File: src/rtl/scanline_edge_pd_steering_defines.svh
// ----------------------------------------------------------------------------
// Scanline edge PD steering - assertion macros
// Shared concurrent assertion helpers. Define NO_ASSERTIONS to drop them.
// ----------------------------------------------------------------------------
`ifndef SCANLINE_EDGE_PD_STEERING_DEFINES_SVH
`define SCANLINE_EDGE_PD_STEERING_DEFINES_SVH

`ifndef NO_ASSERTIONS

// property that must hold at every edge out of reset
`define SEPD_ASSERT(lbl, prop, msg) \
  lbl: assert property (@(posedge clk) disable iff (!rst_n) (prop)) else $error(msg);

// consequence that must hold in the cycle after the antecedent
`define SEPD_ASSERT_NEXT(lbl, ante, cons, msg) \
  lbl: assert property (@(posedge clk) disable iff (!rst_n) (ante) |=> (cons)) else $error(msg);

`else

`define SEPD_ASSERT(lbl, prop, msg)
`define SEPD_ASSERT_NEXT(lbl, ante, cons, msg)

`endif

`endif

File: src/rtl/sepd_pkg.sv
// ----------------------------------------------------------------------------
// Scanline edge PD steering - package
// Field widths, register indexes, reset values and the beat types shared
// between the scan stage and the steering stage.
// ----------------------------------------------------------------------------
package sepd_pkg;

  // field widths
  localparam int PIX_W   = 8;
  localparam int COL_W   = 9;
  localparam int SW_W    = 7;
  localparam int THR_W   = 8;
  localparam int ROAD_W  = 8;
  localparam int GAIN_W  = 12;
  localparam int SPD_W   = 8;
  localparam int STEER_W = 19;

  // internal arithmetic widths (cover image widths up to 512)
  localparam int WIN_W  = 12;  // signed window bounds
  localparam int ERR_W  = 10;  // signed lane error
  localparam int DERR_W = 11;  // signed error delta
  localparam int PROD_W = 24;  // signed gain products
  localparam int SUM_W  = 25;  // signed PD sum

  // configuration port
  localparam int CFG_IDX_W  = 3;
  localparam int CFG_DATA_W = 12;

  localparam logic [CFG_IDX_W-1:0] REG_WIN_WIDTH   = 3'd0;
  localparam logic [CFG_IDX_W-1:0] REG_EDGE_THRESH = 3'd1;
  localparam logic [CFG_IDX_W-1:0] REG_ROAD_WIDTH  = 3'd2;
  localparam logic [CFG_IDX_W-1:0] REG_LANE_SIDE   = 3'd3;
  localparam logic [CFG_IDX_W-1:0] REG_KP_GAIN     = 3'd4;
  localparam logic [CFG_IDX_W-1:0] REG_KD_GAIN     = 3'd5;
  localparam logic [CFG_IDX_W-1:0] REG_SPEED_LIMIT = 3'd6;

  // register reset values
  localparam logic [SW_W-1:0]   WIN_WIDTH_RST   = 7'd40;
  localparam logic [THR_W-1:0]  EDGE_THR_RST    = 8'd50;
  localparam logic [ROAD_W-1:0] ROAD_WIDTH_RST  = 8'd80;
  localparam logic              LANE_SIDE_RST   = 1'b1;
  localparam logic [GAIN_W-1:0] KP_GAIN_RST     = 12'd640;
  localparam logic [GAIN_W-1:0] KD_GAIN_RST     = 12'd51;
  localparam logic [SPD_W-1:0]  SPEED_LIMIT_RST = 8'd20;

  // state reset values
  localparam int              HALF_ROAD_RST = 40;
  localparam logic [SPD_W-1:0] ROW_CNT_RST  = 8'd10;
  localparam logic [SPD_W-1:0] ROW_CNT_MAX  = 8'd255;

  // steering saturation bounds
  localparam logic signed [SUM_W-1:0] STEER_MAX = 25'sd262143;
  localparam logic signed [SUM_W-1:0] STEER_MIN = -25'sd262144;

  typedef struct packed {
    logic [SW_W-1:0]   win_width;
    logic [THR_W-1:0]  edge_thresh;
    logic [ROAD_W-1:0] road_width;
    logic              lane_side;
    logic [GAIN_W-1:0] kp_gain;
    logic [GAIN_W-1:0] kd_gain;
    logic [SPD_W-1:0]  speed_limit;
  } cfg_t;

  // row-end beat handed from the scan stage to the steering stage
  typedef struct packed {
    logic                     found;
    logic [COL_W-1:0]         edge_col;
    logic [COL_W-1:0]         track_col;
    logic signed [ERR_W-1:0]  err;
    logic signed [DERR_W-1:0] derr;
    logic [SPD_W-1:0]         speed;
  } row_res_t;

endpackage

File: src/rtl/sepd_scan.sv
// ----------------------------------------------------------------------------
// Scanline edge PD steering - row scan stage
// Input register, windowed edge search over the pixel stream, tracked column,
// lane error and speed ramp. Emits one registered beat per row end.
// ----------------------------------------------------------------------------
`include "scanline_edge_pd_steering_defines.svh"

module sepd_scan
  import sepd_pkg::*;
#(
  parameter int IMAGE_WIDTH = 300
) (
  input  logic             clk,
  input  logic             rst_n,
  input  cfg_t             cfg,
  input  logic             in_valid,
  input  logic [PIX_W-1:0] in_pixel,
  input  logic             in_row_end,
  output logic             in_stall,
  output logic             res_valid,
  input  logic             res_ready,
  output row_res_t         res
);

  localparam int               CNT_W     = $clog2(IMAGE_WIDTH + 1);
  localparam logic [CNT_W-1:0] CNT_MAX   = CNT_W'(IMAGE_WIDTH);
  localparam logic [COL_W-1:0] CENTER    = COL_W'(IMAGE_WIDTH / 2);
  localparam logic [COL_W-1:0] TRACK_RST = COL_W'(IMAGE_WIDTH / 2 + HALF_ROAD_RST);

  // input register
  logic             s1_v_r;
  logic [PIX_W-1:0] s1_pix_r;
  logic             s1_end_r;

  // row state
  logic [CNT_W-1:0]        col_cnt_r, col_cnt_nxt;
  logic [PIX_W-1:0]        prev_pix_r, prev_pix_nxt;
  logic [COL_W-1:0]        track_r, track_nxt;
  logic signed [ERR_W-1:0] prev_err_r, prev_err_nxt;
  logic                    cand_found_r, cand_found_nxt;
  logic [COL_W-1:0]        cand_col_r, cand_col_nxt;
  logic [SPD_W-1:0]        row_cnt_r, row_cnt_nxt;

  // result register
  logic     res_v_r;
  row_res_t res_r, res_nxt;

  logic res_free;
  logic s1_go;
  logic accept;

  // handshake: plain pixels always drain, a row end needs a free result slot
  assign res_free = !res_v_r || res_ready;
  assign s1_go    = s1_v_r && (!s1_end_r || res_free);
  assign in_stall = s1_v_r && !s1_go;
  assign accept   = in_valid && !in_stall;

  always_ff @(posedge clk) begin
    if (!rst_n) begin
      s1_v_r <= 1'b0;
    end else if (accept) begin
      s1_v_r <= 1'b1;
    end else if (s1_go) begin
      s1_v_r <= 1'b0;
    end
  end

  always_ff @(posedge clk) begin
    if (accept) begin
      s1_pix_r <= in_pixel;
      s1_end_r <= in_row_end;
    end
  end

  // neighbor step and window test
  logic [PIX_W-1:0]        diff;
  logic                    step_ok;
  logic signed [WIN_W-1:0] t_s, w_s, h_s, base_s, lo_s, hi_s, n_s, c_s;
  logic                    in_win;
  logic                    hit;
  logic                    take;
  logic                    found_now;
  logic [COL_W-1:0]        col_now;

  always_comb begin
    diff    = (s1_pix_r > prev_pix_r) ? (s1_pix_r - prev_pix_r) : (prev_pix_r - s1_pix_r);
    step_ok = (col_cnt_r != '0) && (col_cnt_r < CNT_MAX);

    t_s = $signed({{(WIN_W-COL_W){1'b0}}, track_r});
    w_s = $signed({{(WIN_W-SW_W){1'b0}}, cfg.win_width});
    h_s = w_s >>> 1;
    n_s = $signed({{(WIN_W-CNT_W){1'b0}}, col_cnt_r});

    // right side scans forward over [t-h+1, t-h+w-1], left side backward
    // over [t+h-w+1, t+h-1]; both share lo = base+1, hi = base+w-1
    base_s = cfg.lane_side ? (t_s - h_s) : (t_s + h_s - w_s);
    lo_s   = base_s + WIN_W'(1);
    hi_s   = base_s + w_s - WIN_W'(1);
    c_s    = cfg.lane_side ? n_s : (n_s - WIN_W'(1));
    in_win = (c_s >= lo_s) && (c_s <= hi_s);

    hit  = step_ok && (diff > cfg.edge_thresh) && in_win;
    // first edge in scan order: right keeps the first, left keeps the last
    take = hit && (!cfg.lane_side || !cand_found_r);

    found_now = cand_found_r || hit;
    col_now   = take ? c_s[COL_W-1:0] : cand_col_r;
  end

  // row-end values: new track, lane error, speed
  logic signed [ERR_W:0]   target_s;
  logic signed [ERR_W:0]   err_w;
  logic signed [ERR_W-1:0] err;
  logic signed [DERR_W-1:0] derr;
  logic [COL_W-1:0]        half_road;
  logic [COL_W-1:0]        track_new;
  logic [SPD_W-1:0]        speed;

  always_comb begin
    half_road = {{(COL_W-ROAD_W+1){1'b0}}, cfg.road_width[ROAD_W-1:1]};
    target_s  = cfg.lane_side
              ? ($signed({2'b00, CENTER}) + $signed({2'b00, half_road}))
              : ($signed({2'b00, CENTER}) - $signed({2'b00, half_road}));
    track_new = found_now ? col_now : track_r;
    err_w     = $signed({2'b00, track_new}) - target_s;
    err       = err_w[ERR_W-1:0];
    derr      = $signed({err[ERR_W-1], err}) - $signed({prev_err_r[ERR_W-1], prev_err_r});
    speed     = (row_cnt_r < cfg.speed_limit) ? row_cnt_r : cfg.speed_limit;
  end

  // state next values
  always_comb begin
    col_cnt_nxt    = col_cnt_r;
    prev_pix_nxt   = prev_pix_r;
    track_nxt      = track_r;
    prev_err_nxt   = prev_err_r;
    cand_found_nxt = cand_found_r;
    cand_col_nxt   = cand_col_r;
    row_cnt_nxt    = row_cnt_r;
    if (s1_go) begin
      if (s1_end_r) begin
        col_cnt_nxt    = '0;
        prev_pix_nxt   = '0;
        cand_found_nxt = 1'b0;
        cand_col_nxt   = '0;
        track_nxt      = track_new;
        if (found_now) begin
          prev_err_nxt = err;
        end
        if (row_cnt_r != ROW_CNT_MAX) begin
          row_cnt_nxt = row_cnt_r + SPD_W'(1);
        end
      end else begin
        prev_pix_nxt   = s1_pix_r;
        cand_found_nxt = found_now;
        cand_col_nxt   = col_now;
        if (col_cnt_r < CNT_MAX) begin
          col_cnt_nxt = col_cnt_r + CNT_W'(1);
        end
      end
    end
  end

  always_ff @(posedge clk) begin
    if (!rst_n) begin
      col_cnt_r    <= '0;
      prev_pix_r   <= '0;
      track_r      <= TRACK_RST;
      prev_err_r   <= '0;
      cand_found_r <= 1'b0;
      cand_col_r   <= '0;
      row_cnt_r    <= ROW_CNT_RST;
    end else begin
      col_cnt_r    <= col_cnt_nxt;
      prev_pix_r   <= prev_pix_nxt;
      track_r      <= track_nxt;
      prev_err_r   <= prev_err_nxt;
      cand_found_r <= cand_found_nxt;
      cand_col_r   <= cand_col_nxt;
      row_cnt_r    <= row_cnt_nxt;
    end
  end

  // result beat
  always_comb begin
    res_nxt.found     = found_now;
    res_nxt.edge_col  = found_now ? col_now : '0;
    res_nxt.track_col = track_new;
    res_nxt.err       = err;
    res_nxt.derr      = derr;
    res_nxt.speed     = speed;
  end

  always_ff @(posedge clk) begin
    if (!rst_n) begin
      res_v_r <= 1'b0;
    end else if (s1_go && s1_end_r) begin
      res_v_r <= 1'b1;
    end else if (res_ready) begin
      res_v_r <= 1'b0;
    end
  end

  always_ff @(posedge clk) begin
    if (s1_go && s1_end_r) begin
      res_r <= res_nxt;
    end
  end

  assign res_valid = res_v_r;
  assign res       = res_r;

  // checks
  `SEPD_ASSERT(a_cnt_range, col_cnt_r <= CNT_MAX, "column count past image width")
  `SEPD_ASSERT_NEXT(a_row_clear, s1_go && s1_end_r, (col_cnt_r == '0) && !cand_found_r, "row state not cleared at row end")
  `SEPD_ASSERT(a_found_track, !(res_v_r && res_r.found) || (res_r.track_col == res_r.edge_col), "found edge not taken as tracked column")

endmodule

File: src/rtl/sepd_pd.sv
// ----------------------------------------------------------------------------
// Scanline edge PD steering - PD steering stage
// Registered gain products, then sum, negate and saturate into the result
// register. The steering value is held on rows without an edge.
// ----------------------------------------------------------------------------
`include "scanline_edge_pd_steering_defines.svh"

module sepd_pd
  import sepd_pkg::*;
(
  input  logic                      clk,
  input  logic                      rst_n,
  input  cfg_t                      cfg,
  input  logic                      res_valid,
  output logic                      res_ready,
  input  row_res_t                  res,
  output logic                      out_valid,
  input  logic                      out_stall,
  output logic                      out_edge_found,
  output logic [COL_W-1:0]          out_edge_column,
  output logic [COL_W-1:0]          out_tracked_column,
  output logic signed [STEER_W-1:0] out_steer,
  output logic [SPD_W-1:0]          out_speed
);

  // product stage
  logic                     p_v_r;
  logic                     p_found_r;
  logic [COL_W-1:0]         p_col_r;
  logic [COL_W-1:0]         p_track_r;
  logic [SPD_W-1:0]         p_speed_r;
  logic signed [PROD_W-1:0] p_kp_r;
  logic signed [PROD_W-1:0] p_kd_r;

  // result register
  logic                      o_v_r;
  logic                      o_found_r;
  logic [COL_W-1:0]          o_col_r;
  logic [COL_W-1:0]          o_track_r;
  logic signed [STEER_W-1:0] o_steer_r, o_steer_nxt;
  logic [SPD_W-1:0]          o_speed_r;

  logic o_free;
  logic p_free;
  logic p_load;
  logic o_load;

  assign o_free    = !o_v_r || !out_stall;
  assign p_free    = !p_v_r || o_free;
  assign res_ready = p_free;
  assign p_load    = res_valid && p_free;
  assign o_load    = p_v_r && o_free;

  // gain products, gains zero-extended and errors sign-extended to the product width
  logic signed [PROD_W-1:0] kp_ext, kd_ext, err_ext, derr_ext;

  always_comb begin
    kp_ext   = $signed({{(PROD_W-GAIN_W){1'b0}}, cfg.kp_gain});
    kd_ext   = $signed({{(PROD_W-GAIN_W){1'b0}}, cfg.kd_gain});
    err_ext  = $signed({{(PROD_W-ERR_W){res.err[ERR_W-1]}}, res.err});
    derr_ext = $signed({{(PROD_W-DERR_W){res.derr[DERR_W-1]}}, res.derr});
  end

  always_ff @(posedge clk) begin
    if (!rst_n) begin
      p_v_r <= 1'b0;
    end else if (p_load) begin
      p_v_r <= 1'b1;
    end else if (o_free) begin
      p_v_r <= 1'b0;
    end
  end

  always_ff @(posedge clk) begin
    if (p_load) begin
      p_found_r <= res.found;
      p_col_r   <= res.edge_col;
      p_track_r <= res.track_col;
      p_speed_r <= res.speed;
      p_kp_r    <= kp_ext * err_ext;
      p_kd_r    <= kd_ext * derr_ext;
    end
  end

  // negated PD sum, saturated; held when the row had no edge
  logic signed [SUM_W-1:0] pd_sum;
  logic signed [SUM_W-1:0] pd_sat;

  always_comb begin
    pd_sum = -($signed({p_kp_r[PROD_W-1], p_kp_r}) + $signed({p_kd_r[PROD_W-1], p_kd_r}));
    if (pd_sum > STEER_MAX) begin
      pd_sat = STEER_MAX;
    end else if (pd_sum < STEER_MIN) begin
      pd_sat = STEER_MIN;
    end else begin
      pd_sat = pd_sum;
    end
    o_steer_nxt = p_found_r ? pd_sat[STEER_W-1:0] : o_steer_r;
  end

  always_ff @(posedge clk) begin
    if (!rst_n) begin
      o_v_r <= 1'b0;
    end else if (o_load) begin
      o_v_r <= 1'b1;
    end else if (!out_stall) begin
      o_v_r <= 1'b0;
    end
  end

  // the steer register doubles as the last steering value, so it resets
  always_ff @(posedge clk) begin
    if (!rst_n) begin
      o_steer_r <= '0;
    end else if (o_load) begin
      o_steer_r <= o_steer_nxt;
    end
  end

  always_ff @(posedge clk) begin
    if (o_load) begin
      o_found_r <= p_found_r;
      o_col_r   <= p_col_r;
      o_track_r <= p_track_r;
      o_speed_r <= p_speed_r;
    end
  end

  assign out_valid          = o_v_r;
  assign out_edge_found     = o_found_r;
  assign out_edge_column    = o_col_r;
  assign out_tracked_column = o_track_r;
  assign out_steer          = o_steer_r;
  assign out_speed          = o_speed_r;

  // checks
  `SEPD_ASSERT(a_no_edge_col, !(o_v_r && !o_found_r) || (o_col_r == '0), "edge column set on a row without edge")
  `SEPD_ASSERT_NEXT(a_steer_hold, o_load && !p_found_r, $stable(o_steer_r), "steering changed on a row without edge")
  `SEPD_ASSERT_NEXT(a_out_hold, o_v_r && out_stall, o_v_r && $stable(o_track_r), "stalled beat changed")

endmodule

File: src/rtl/scanline_edge_pd_steering.sv
// Throughput: one pixel per cycle while in_stall is low; each result
// passes the search stage, a gain product register and the saturating
// sum into the result register.
// Up to three row results may queue while the output is stalled.
// Reset: synchronous, active low; registers return to defaults and the
// tracked column to the image center plus half the default road width.
// ----------------------------------------------------------------------------
// Scanline edge PD steering - top level
// Finds the lane edge in a window of each grey scan row, tracks its column
// and gives a PD steering value and a ramped speed at every row end.
// ----------------------------------------------------------------------------
`include "scanline_edge_pd_steering_defines.svh"

module scanline_edge_pd_steering
  import sepd_pkg::*;
#(
  parameter int IMAGE_WIDTH = 300
) (
  input  logic                      clk,
  input  logic                      rst_n,
  // configuration writes
  input  logic                      cfg_valid,
  output logic                      cfg_ready,
  input  logic [CFG_IDX_W-1:0]      cfg_index,
  input  logic [CFG_DATA_W-1:0]     cfg_wdata,
  // pixel stream
  input  logic                      in_valid,
  output logic                      in_stall,
  input  logic [PIX_W-1:0]          in_pixel,
  input  logic                      in_row_end,
  // row results
  output logic                      out_valid,
  input  logic                      out_stall,
  output logic                      out_edge_found,
  output logic [COL_W-1:0]          out_edge_column,
  output logic [COL_W-1:0]          out_tracked_column,
  output logic signed [STEER_W-1:0] out_steer,
  output logic [SPD_W-1:0]          out_speed
);

  // configuration registers
  cfg_t cfg_r;

  assign cfg_ready = 1'b1;

  always_ff @(posedge clk) begin
    if (!rst_n) begin
      cfg_r.win_width   <= WIN_WIDTH_RST;
      cfg_r.edge_thresh <= EDGE_THR_RST;
      cfg_r.road_width  <= ROAD_WIDTH_RST;
      cfg_r.lane_side   <= LANE_SIDE_RST;
      cfg_r.kp_gain     <= KP_GAIN_RST;
      cfg_r.kd_gain     <= KD_GAIN_RST;
      cfg_r.speed_limit <= SPEED_LIMIT_RST;
    end else if (cfg_valid && cfg_ready) begin
      case (cfg_index)
        REG_WIN_WIDTH:   cfg_r.win_width   <= cfg_wdata[SW_W-1:0];
        REG_EDGE_THRESH: cfg_r.edge_thresh <= cfg_wdata[THR_W-1:0];
        REG_ROAD_WIDTH:  cfg_r.road_width  <= cfg_wdata[ROAD_W-1:0];
        REG_LANE_SIDE:   cfg_r.lane_side   <= cfg_wdata[0];
        REG_KP_GAIN:     cfg_r.kp_gain     <= cfg_wdata[GAIN_W-1:0];
        REG_KD_GAIN:     cfg_r.kd_gain     <= cfg_wdata[GAIN_W-1:0];
        REG_SPEED_LIMIT: cfg_r.speed_limit <= cfg_wdata[SPD_W-1:0];
        default: begin
        end
      endcase
    end
  end

  // scan stage -> steering stage
  logic     res_valid;
  logic     res_ready;
  row_res_t res;

  sepd_scan #(
    .IMAGE_WIDTH (IMAGE_WIDTH)
  ) u_scan (
    .clk        (clk),
    .rst_n      (rst_n),
    .cfg        (cfg_r),
    .in_valid   (in_valid),
    .in_pixel   (in_pixel),
    .in_row_end (in_row_end),
    .in_stall   (in_stall),
    .res_valid  (res_valid),
    .res_ready  (res_ready),
    .res        (res)
  );

  sepd_pd u_pd (
    .clk                (clk),
    .rst_n              (rst_n),
    .cfg                (cfg_r),
    .res_valid          (res_valid),
    .res_ready          (res_ready),
    .res                (res),
    .out_valid          (out_valid),
    .out_stall          (out_stall),
    .out_edge_found     (out_edge_found),
    .out_edge_column    (out_edge_column),
    .out_tracked_column (out_tracked_column),
    .out_steer          (out_steer),
    .out_speed          (out_speed)
  );

endmodule

File: config.mk
export PLATFORM = sky130hd
export DESIGN_NAME = scanline_edge_pd_steering
export DESIGN_NICKNAME = d
export VERILOG_FILES = /design/src/rtl/sepd_pkg.sv /design/src/rtl/sepd_scan.sv /design/src/rtl/sepd_pd.sv /design/src/rtl/scanline_edge_pd_steering.sv
export VERILOG_INCLUDE_DIRS = /design/src /design/src/rtl
export SDC_FILE = /design/constraint.sdc
export NUM_CORES = 1
export LEC_CHECK = 0
export BUFFER_PORTS_ARGS = -buffer_cell sky130_fd_sc_hd__buf_2
export CORE_MARGIN = 10
export CORE_UTILIZATION = 55
export DETAILED_ROUTE_END_ITERATION = 10
export GPL_TIMING_DRIVEN = 0
export PLACE_DENSITY = 0.83
export SLEW_MARGIN = 20
export SYNTH_ARGS = -nofsm -noshare
export SYNTH_HDL_FRONTEND = slang
export SYNTH_SLANG_ARGS = --single-unit
File: constraint.sdc
create_clock -name clk -period 17.9 [get_ports clk]
set_input_delay 0.895 -clock clk [delete_from_list [all_inputs] [get_ports clk]]
set_output_delay 0.895 -clock clk [all_outputs]
set_load 0.05 [all_outputs]
Word level (Yosys, flattened, before mapping)
Cells that the tools add are included.
Word-level totals
  logic and storage cells: 138
  output and inout port bits: 49
  bits in registers: 291
Operators by class
  reductions and logical operators: 44
  magnitude comparators: 8
  equal/unequal tests: 8
  multiply operators: 2
  add/subtract/negate cells: 17
  multiplexer cells: 22
Operators with widths (number)
  $mux 9: 5
  $mux 19: 2
  $add 23x24->25: 1
  $gt 25x19->1 const B: 1
  $lt 25x19->1 const B: 1
  $neg 25->25: 1
  $mul 13x11->24: 1
  $mux 12: 2
  $mux 8: 3
  $mul 13x10->23: 1
  $reduce_and 2->1: 10
  $gt 8x8->1: 2
  $sub 8x8->8: 2
  $add 12x2->12 const B: 1
  $add 12x8->12: 1
  $ge 12x12->1: 1
  $le 12x12->1: 1
  $sub 12x2->12 const B: 1
  $sub 12x8->12: 1
  $logic_and 1x1->1: 11
  $sub 10x10->11: 1
  $add 9x6->10: 1
  $mux 10: 1
  $sub 10x10->10: 1
  20 further kinds: 48

Depth between registers and ports, before layout
Gate-level depths: netlist of the first run.
  word-level depth: 13
  gate-level depth with buffers: 52
  gate-level depth less buffers: 50

Cells and area by module
Synthesis of the first run repeated with hierarchy kept, for this count alone.
Second synthesis, totals
  cells, all modules: 2628
  area total of the unflattened synthesis: 25216.7 um2
Modules (own cells, without submodules)
  sepd_pd: cells an instance 1417, area each 14068.5 um2, times used 1
  sepd_scan: cells an instance 997, area each 8947.3 um2, times used 1
  scanline_edge_pd_steering: cells an instance 214, area each 2200.9 um2, times used 1

Least setup slack after synthesis of the first run
Ideal clock, no wire load.
  path type: register to register
  from: register cfg_r[50] (netlist bit)
  to: register u_scan.res_r (netlist bit u_scan.res[17]) (data pin)
  data required time: 17.642 ns
  data arrival time: 8.474 ns
  period minus slack after synthesis: 8.731 ns
  stages on the path, launching flop included: 45
  path slack: 9.169 ns
  buffers on the path: 0
  cells stage by stage: dfxtp_1 ha_1 inv_1 fa_1 o21bai_1 a21oi_1 o21bai_1 a21oi_1 xnor2_1 ha_1 a21o_1 or4_1 nand2_1 and2_1 xor2_1 a31oi_1 o21ai_0 ha_1 [9 not listed] o21a_1 and3_1 mux2_2 mux2_2 ha_1 inv_1 fa_1 ha_1 nor2b_1 o21ai_0 a21boi_0 o21ai_0 a21boi_0 o21ai_0 nand2b_1 a21o_1 a21oi_1 xnor2_1
Between the ends
  longest elaborated chain between the ends: 13
  elaborated cells on any way between the ends: 17
  those cells by class: 8 x add/sub; 2 x order compare; 3 x mux; 4 x reduce/logical
RTL lines
  start, declared: RTL line scanline_edge_pd_steering.sv:42  | cfg_t cfg_r;
  $add 9x6->10: RTL line sepd_scan.sv:96  | base_s = cfg.lane_side ? (t_s - h_s) : (t_s + h_s - w_s);
  $sub 12x8->12: RTL line sepd_scan.sv:96
  $mux 12: RTL line sepd_scan.sv:96
  $add 12x8->12: RTL line sepd_scan.sv:98  | hi_s = base_s + w_s - WIN_W'(1);
  $sub 12x2->12: RTL line sepd_scan.sv:98
  $le 12x12->1: RTL line sepd_scan.sv:100  | in_win = (c_s >= lo_s) && (c_s <= hi_s);
  $logic_and 1x1->1 (*): RTL line sepd_scan.sv:100
  $logic_and 1x1->1 (*): RTL line sepd_scan.sv:102  | hit = step_ok && (diff > cfg.edge_thresh) && in_win;
  $logic_and 1x1->1: RTL line sepd_scan.sv:104  | take = hit && (!cfg.lane_side || !cand_found_r);
  $mux 9: RTL line sepd_scan.sv:107  | col_now = take ? c_s[COL_W-1:0] : cand_col_r;
  $mux 9 (*): RTL line sepd_scan.sv:124  | track_new = found_now ? col_now : track_r;
  $sub 10x10->10 (*): RTL line sepd_scan.sv:125  | err_w = $signed({2'b00, track_new}) - target_s;
  net u_scan.err_w[1]: RTL line sepd_scan.sv:112  | logic signed [ERR_W:0] err_w;
  $sub 10x10->11 (*): RTL line sepd_scan.sv:127  | derr = $signed({err[ERR_W-1], err}) - $signed({prev_err_r[ERR_W-1], prev_err_r});
  net u_scan.derr[9]: RTL line sepd_scan.sv:114  | logic signed [DERR_W-1:0] derr;
  end signal, assigned: RTL line sepd_scan.sv:206  | res_r <= res_nxt;
  end, declared: RTL line sepd_scan.sv:46  | row_res_t res_r, res_nxt;
The timed path passes the listed nets; every way through them passes the cells marked *.
A chain may end at the register's enable or synchronous reset.

Final worst setup path of the first run
  from: register cfg_r[50] (netlist bit)
  to: register u_scan.res_r (netlist bit u_scan.res[17]) (data pin)
Between the ends
  elaborated cells on any way between the ends: 17
  those cells by class: 8 x add/sub; 2 x order compare; 3 x mux; 4 x reduce/logical
RTL lines
  $add 9x6->10: RTL line sepd_scan.sv:96
  $sub 12x8->12: RTL line sepd_scan.sv:96
  $mux 12: RTL line sepd_scan.sv:96
  $add 12x8->12: RTL line sepd_scan.sv:98
  $sub 12x2->12: RTL line sepd_scan.sv:98
  $le 12x12->1: RTL line sepd_scan.sv:100
  $logic_and 1x1->1 (*): RTL line sepd_scan.sv:100
  $logic_and 1x1->1 (*): RTL line sepd_scan.sv:102
  $logic_or 1x1->1 (*): RTL line sepd_scan.sv:106  | found_now = cand_found_r || hit;
  net u_scan.found_now: RTL line sepd_scan.sv:82  | logic found_now;
  $mux 9 (*): RTL line sepd_scan.sv:124
  $sub 10x10->10 (*): RTL line sepd_scan.sv:125
  net u_scan.err_w[1]: RTL line sepd_scan.sv:112
  $sub 10x10->11 (*): RTL line sepd_scan.sv:127
  net u_scan.derr[9]: RTL line sepd_scan.sv:114
Marked as above.

==> out/metrics.cfg, run 1 <==
[floorplan]
fp.dieArea_sq_um=53700
die-width_um=232
pin_count=78
core-area_sq_um=44200
rows=77
die_h_um=232
start_util_pct=55.7

[routing]
drt-pass1-iter-count=7
drc_errors=0
drtAntennaViolNets=0
via_per_inst=5.61
drt_iter0_markers=1486
num_vias=18837
routedWlPerCell_um=17.6
wirelength_mm=59.2

[run]
maxCapViolations=0

[critical_path]
cp_slowest_stage_delay_ns=0.57
r2r_setup_slack_ns=7.18
cp-end-kind=register
critPathRequiredTime_ns=18.24
critPathSlowestCell=a21oi_1
crit_fanout=6
start_kind=register
critPathKind=register to register
crit_top_cell=ha_1
cp_data_arrival_time_ns=11.06

[sta]
max_freq_mhz=93.3
tightest_slew_ns=0.986
fin_tns_setup_ns=0
slew_headroom_pct=33.7
hold_viol=0
fin_crit_ns=10.72
rsz0062_at_grt=no
slew_viol_final=0
fin_ws_ns=7.18
period_share_pct=59.9
setup_viol=0
fin_skew_ns=0.0254

[clock_tree]
insertion_delay_ns=0.61
cts_setup_buffers=0
ctsRootBufferMaster=clkbuf_16
cts.path.max_buffers=3
cts_sinks=290
htreeDepth=1
cts_tree=yes
cts_buffers=31
path_clk_slew_ns=0.08
ctsHoldBuffers=0
postCtsResizedCells=0

[min_path]
worstHoldPathType=register to register

[grt]
grt_pass1_wl_mm=97.1
grt_overflow=0
grt_pass1_vias=19702
grt_use_total_pct=22.1
grt_max_degree=34
antenna_found_initial=7

[power]
powerDensity_nw_per_um2=87.2
p_int_mw=1.52
seq_power_share_pct=33.1
combPwrFrac_pct=39.5
ir_worst_vdd_mv=0.0936
p_clk_share_pct=27.4
p_leak_nw=12.2
switching_share_pct=35.4
power.switching_mw=0.830

[outcome]
status=completed

[logic_synthesis]
ys_types=77
avgSynthCellArea_sq_um=9.37
synth_area_leaders=edfxtp_1 (19%), ha_1 (16%), fa_1 (14%)
synth.net_count=3146
synth_top_cell_area_share_pct=19.3
synthFlopType=edfxtp_1
synth_warnings=0
yosysMostFrequentCell=inv_1
yosys_register_bits=290
syn_area_sq_um=24600
synth_cells=2630
synth_edf_count=158
ys_async_sr_fraction_pct=0
yosysTopAreaCell=edfxtp_1
synthTopCellsByCount=inv_1 (380), nand2_1 (345), ha_1 (309)
yosysSeqAreaShare_pct=30.0

[final_layout]
syn_to_final_growth_pct=9.16
n_fill_cell=3534
nNetsFinal=3258
fin_util_pct=60.8
final_cell_count_no_fill=3360
final_design_area_no_fill_sq_um=26900
drive_above_1_share_pct=6.98

[placed_design]
dp_hpwl_mm=46.9
dp_cells=3301
gp_congestion=0.932
io_buffer_count=75
place_area_sq_um=25900
pre_cts_ws_ns=7.53

## critical path, delay by kind of cell, from the launching register on
kind	cells	cell delay, ns
muxes	2	0.74
and+or+nand+nor	10	1.73
xor gates and xnor gates	3	0.45
AOI/OAI and AO/OA	18	3.83
buffers and inverters	3	0.43
adders and majority gates	8	2.77
DFF	1	0.50
## sequential cells by signal, summed over array words and instances (netlist names), 8 cells and up
| register | flops |
|---|---|
| u_scan.prev_err_r | 10 |
| u_scan.res | 48 |
| u_pd.out_tracked_column | 9 |
| u_pd.p_kd_r | 24 |
| u_scan.prev_pix_r | 8 |
| u_pd.p_speed_r | 8 |
| u_pd.p_kp_r | 23 |
| u_pd.out_speed | 8 |
| u_scan.row_cnt_r | 8 |
| cfg_r | 55 |
| u_pd.p_track_r | 9 |
| u_scan.cand_col_r | 9 |
| u_pd.p_col_r | 9 |
| u_scan.s1_pix_r | 8 |
| u_scan.track_r | 9 |
| u_pd.out_edge_column | 9 |
| u_pd.out_steer | 19 |
| u_scan.col_cnt_r | 9 |
## power by group through the flow
stage | sequential (mW) | combinational (mW) | clock (mW)
final | 0.775 | 0.926 | 0.644
after global routing | 0.777 | 1.05 | 0.680
after CTS | 0.775 | 0.917 | 0.651
after detailed placement | 0.789 | 0.902 | 0
after global placement | 0.789 | 0.864 | 0
after floorplan | 0.788 | 0.705 | 0
## layout make-up
class	instances	area, sq um	share of cell area [%]
flip-flops and latches	290	7390	27.5
repair buffers	79	478	1.78
multi-input cells	1868	15400	57.5
diodes	1	2.50	0.00931
well taps	592	741	2.75
inverters	383	1440	5.35
clock buffers	45	933	3.47
plain buffers	89	368	1.37
clock inverters	13	92.6	0.344
## through the flow
step,power (mW),hold WS (ns)
final,2.35,0.410
after global routing,2.50,0.419
after CTS,2.34,0.416
after detailed placement,1.69,0.405
after global placement,1.65,0.406
after floorplan,1.49,0.400
## cells by family (layout without fill, tap and decap cells)
logic type	after synthesis	count (layout)	share of synthesized area, %
fa+ha+maj	488	488	30.2
mux	43	43	1.82
simple gates	781	781	14.9
compound gates	423	423	11.0
other cells	1	2	0.0152
flops	290	290	30.0
xor+xnor	132	132	4.72
buf+inv	472	609	7.33
## layout by cell type, fill, tap and decap left out, types with 79 or more instances in the layout
master    instances
and2_1          120
dfxtp_1         132
inv_1           379
a21oi_1         141
clkbuf_1         88
edfxtp_1        158
ha_1            309
fa_1            178
nand2_1         345
o21ai_0          79
nor2_1          114
xnor2_1          83
## routing by layer
layer	GRT usage (%)	vias to the layer above	part of all wire (%)
met1	25.2	9067	38
met5	0	-	0.12
met3	4.69	177	7.8
met2	40.0	655	50
li1	-	8926	-
met4	8.43	12	3.9
## final timing paths
| kind | end | from | cells past startpoint |
|---|---|---|---|
| setup / recovery | u_scan.res[17]$_DFFE_PP_ | cfg_r[50]$_SDFFE_PN0P_ | 44 |
| hold / removal | u_pd.out_tracked_column[5]$_DFFE_PP_ | u_pd.p_track_r[5]$_DFFE_PP_ | 0 |
| setup reg to reg | u_scan.res[17]$_DFFE_PP_ | cfg_r[50]$_SDFFE_PN0P_ | 44 |
| hold reg to reg | u_pd.out_tracked_column[5]$_DFFE_PP_ | u_pd.p_track_r[5]$_DFFE_PP_ | 0 |
Power figures use the tool's default switching activity.
==> run 2, diff against run 1 <==
Settings changed: ABC_AREA set to 1.
Clock period 17.9 ns to 11.3 ns, I/O delays scaled along.
==> out/metrics.cfg, run 2 <==
[placed_design]
dp_hpwl_mm=49.0  ; +4.5%
dp_cells=3779  ; +14%
gp_congestion=0.941  ; +1.0%
place_area_sq_um=26500  ; +2.6%
io_buffer_count=76  ; +1.3%

[logic_synthesis]
yosysTopAreaCell=edfxtp_1
synth_area_leaders=edfxtp_1 (19%), ha_1 (15%), fa_1 (14%)
synth_warnings=0  ; unchanged
synthFlopType=edfxtp_1
syn_area_sq_um=25300  ; +2.9%
ys_types=55  ; -29%
ys_async_sr_fraction_pct=0  ; unchanged
yosysMostFrequentCell=nand2_1
synth.net_count=3617  ; +15%
synth_edf_count=158  ; unchanged
synthTopCellsByCount=nand2_1 (652), inv_1 (642), ha_1 (309)
yosys_register_bits=290  ; unchanged
yosysSeqAreaShare_pct=29.1  ; -0.84 points
synth_top_cell_area_share_pct=18.7  ; -0.54 points
synth_cells=3101  ; +18%
avgSynthCellArea_sq_um=8.17  ; -13%

[critical_path]
cp_slowest_stage_delay_ns=0.43  ; -0.14 ns
rr_worst_depth=60  ; +36%
r2r_setup_slack_ns=2.04  ; -5.14 ns
crit_top_cell=nand2_1
critPathSlowestCell=dfxtp_1
cp_data_arrival_time_ns=9.57  ; -1.49 ns
critPathKind=register to register
reg2reg_to=u_scan.res[17]$_DFFE_PP_
cp-end-kind=register
worstReg2RegStart=cfg_r[50]$_SDFFE_PN0P_
crit_fanout=10  ; +4
critPathRequiredTime_ns=11.61  ; -6.63 ns
start_kind=register

[sta]
tightest_slew_ns=1.03  ; +0.0435 ns
whs_ns=0.181  ; -0.228 ns
slew_headroom_pct=31.3  ; -2.4 points
slew_viol_final=0  ; unchanged
max_freq_mhz=108  ; +16%
fin_tns_setup_ns=0  ; unchanged
fin_skew_ns=0.0258  ; +0.000401 ns
period_share_pct=82.0  ; +22 points
hold_viol=0  ; unchanged
setup_viol=0  ; unchanged
rsz0062_at_grt=no
fin_crit_ns=9.26  ; -1.46 ns

[final_layout]
drive_above_1_share_pct=6.66  ; -0.31 points
largest_reg_flops=55  ; unchanged
layout_common_cells=nand2_1 (652), inv_1 (641), ha_1 (309), a21oi_1 (224), fa_1 (178)
layout_commonest_cell=nand2_1
final_design_area_no_fill_sq_um=27800  ; +3.4%
regMostFlops=cfg_r
nNetsFinal=3731  ; +15%
final_cell_count_no_fill=3843  ; +14%
n_fill_cell=3900  ; +10%
syn_to_final_growth_pct=9.68

[routing]
num_vias=20580  ; +9.3%
drt_iter0_markers=1664  ; +12%
drc_errors=0  ; unchanged
drt-pass1-iter-count=6  ; -1
via_per_inst=5.36  ; -4.5%
routedWlPerCell_um=16.0  ; -8.9%
wirelength_mm=61.7  ; +4.2%
drtAntennaViolNets=0  ; unchanged

[power]
powerDensity_nw_per_um2=165  ; +89%
ir_worst_vdd_mv=0.160  ; +71%
p_leak_nw=14.2  ; +16%

[grt]
grt_pass1_wl_mm=100  ; +3.0%
antenna_found_initial=4  ; -3
grt_max_degree=54  ; +59%
grt_overflow=0  ; unchanged
grt_use_total_pct=21.8  ; -0.31 points
grt_pass1_vias=20333  ; +3.2%

[clock_tree]
htreeDepth=2  ; +1
cts.path.max_buffers=3  ; unchanged
cts_buffers=34  ; +9.7%
postCtsResizedCells=0  ; unchanged
cts_setup_buffers=0  ; unchanged
ctsRootBufferMaster=clkbuf_16
insertion_delay_ns=0.56  ; -0.05 ns
cts_tree=yes
cts_sinks=290  ; unchanged
path_clk_slew_ns=0.06  ; -0.02 ns
ctsHoldBuffers=0  ; unchanged

[min_path]
hold-path-endpoint=u_scan.s1_end_r$_DFFE_PP_
worstHoldPathType=input pin to register
min-delay-start=in_row_end
min_path_cells=1  ; +1

[run]
maxCapViolations=0  ; unchanged

[floorplan]
pin_count=78  ; unchanged
core-area_sq_um=45500  ; +2.8%
die-width_um=235  ; +1.3%
fp.dieArea_sq_um=55100  ; +2.6%
start_util_pct=55.7  ; about the same
die_h_um=235  ; +1.3%
rows=78  ; +1.3%

[outcome]
status=completed

run 2: changes by cell type after synthesis, sizes merged, moves of 31 or more:
cell | previous run | this run
nor2 | 114 | 168
inv | 383 | 648
nand3 | 37 | 118
nand2 | 347 | 667
nor2b | 32 | 1
xnor2 | 83 | 32
o21ai | 94 | 158
and2 | 122 | 3
a21oi | 156 | 229
nand2b | 37 | 0
run 2: worst max path at each step:
stage                                       from                       end  slack, ns  depth (start not counted)
after global routing      cfg_r[50]$_SDFFE_PN0P_  u_scan.res[17]$_DFFE_PP_       1.18                         59
after global placement    cfg_r[50]$_SDFFE_PN0P_  u_scan.res[17]$_DFFE_PP_       2.42                         60
after CTS                 cfg_r[50]$_SDFFE_PN0P_  u_scan.res[17]$_DFFE_PP_       2.14                         60
final                     cfg_r[50]$_SDFFE_PN0P_  u_scan.res[17]$_DFFE_PP_       2.04                         60
after detailed placement  cfg_r[50]$_SDFFE_PN0P_  u_scan.res[17]$_DFFE_PP_       2.20                         60
after floorplan           cfg_r[50]$_SDFFE_PN0P_  u_scan.res[17]$_DFFE_PP_       3.52                         60
run 2: metal layers:
| metal | vias to the layer above | GRT usage, % | share of wire (%) |
|---|---|---|---|
| met5 | - | 0 | 0.037 |
| met2 | 695 | 37.6 | 48 |
| met4 | 4 | 11.9 | 5.8 |
| met1 | 9623 | 25.6 | 39 |
| met3 | 208 | 3.59 | 6.6 |
| li1 | 10050 | - | - |
run 2: critical path: cells and delay by family (launching register included):
family | cells | cell delay (ns)
adder cells (fa/ha/maj) | 9 | 2.77
AND/OR/NAND/NOR | 30 | 2.79
XOR/XNOR | 3 | 0.45
AO/OA/AOI/OAI | 11 | 1.87
buffers and inverters | 7 | 0.63
flip-flops | 1 | 0.43
run 2: per-stage QoR:
step           power, mW  util [%]  setup WS (ns)
6_report            4.59      61.1           2.04
3_5_place_dp        3.35      58.4           2.20
2_1_floorplan       2.90         -           3.52
4_1_cts             4.60      61.1           2.14
3_3_place_gp        3.29      58.2           2.42
5_1_grt             4.95      61.1           1.18
run 2: where the power goes:
group,internal (mW),switching (mW),leakage [nW]
sequential,1.24,0.0255,2.51
combinational,0.806,1.29,11.1
clock,0.757,0.473,0.601
total,2.81,1.79,14.2
run 2: cell type report:
cell class                 instances  area [sq um]  share of cell area, %
clock buffer                      43           895                   3.22
multi-input combinational       2078         15200                   54.5
clock inverter                    19           355                   1.28
buffer                            81           358                   1.29
antenna                            2          5.00                 0.0180
timing repair buffer              78           435                   1.57
inverter                         652          2450                   8.82
tap                              600           751                   2.70
sequential                       290          7390                   26.6
run 2: kinds of logic (layout without fill, tap and decap cells):
logic type	count (synthesis)	after routing	synth area share [%]
adders and majority gates	487	487	29.3
and+or+nand+nor	1035	1035	17.1
buffers and inverters	733	873	11.1
xor gates and xnor gates	105	105	3.63
AOI/OAI and AO/OA	445	445	9.52
muxes	5	5	0.212
other	1	3	0.0148
DFF	290	290	29.1
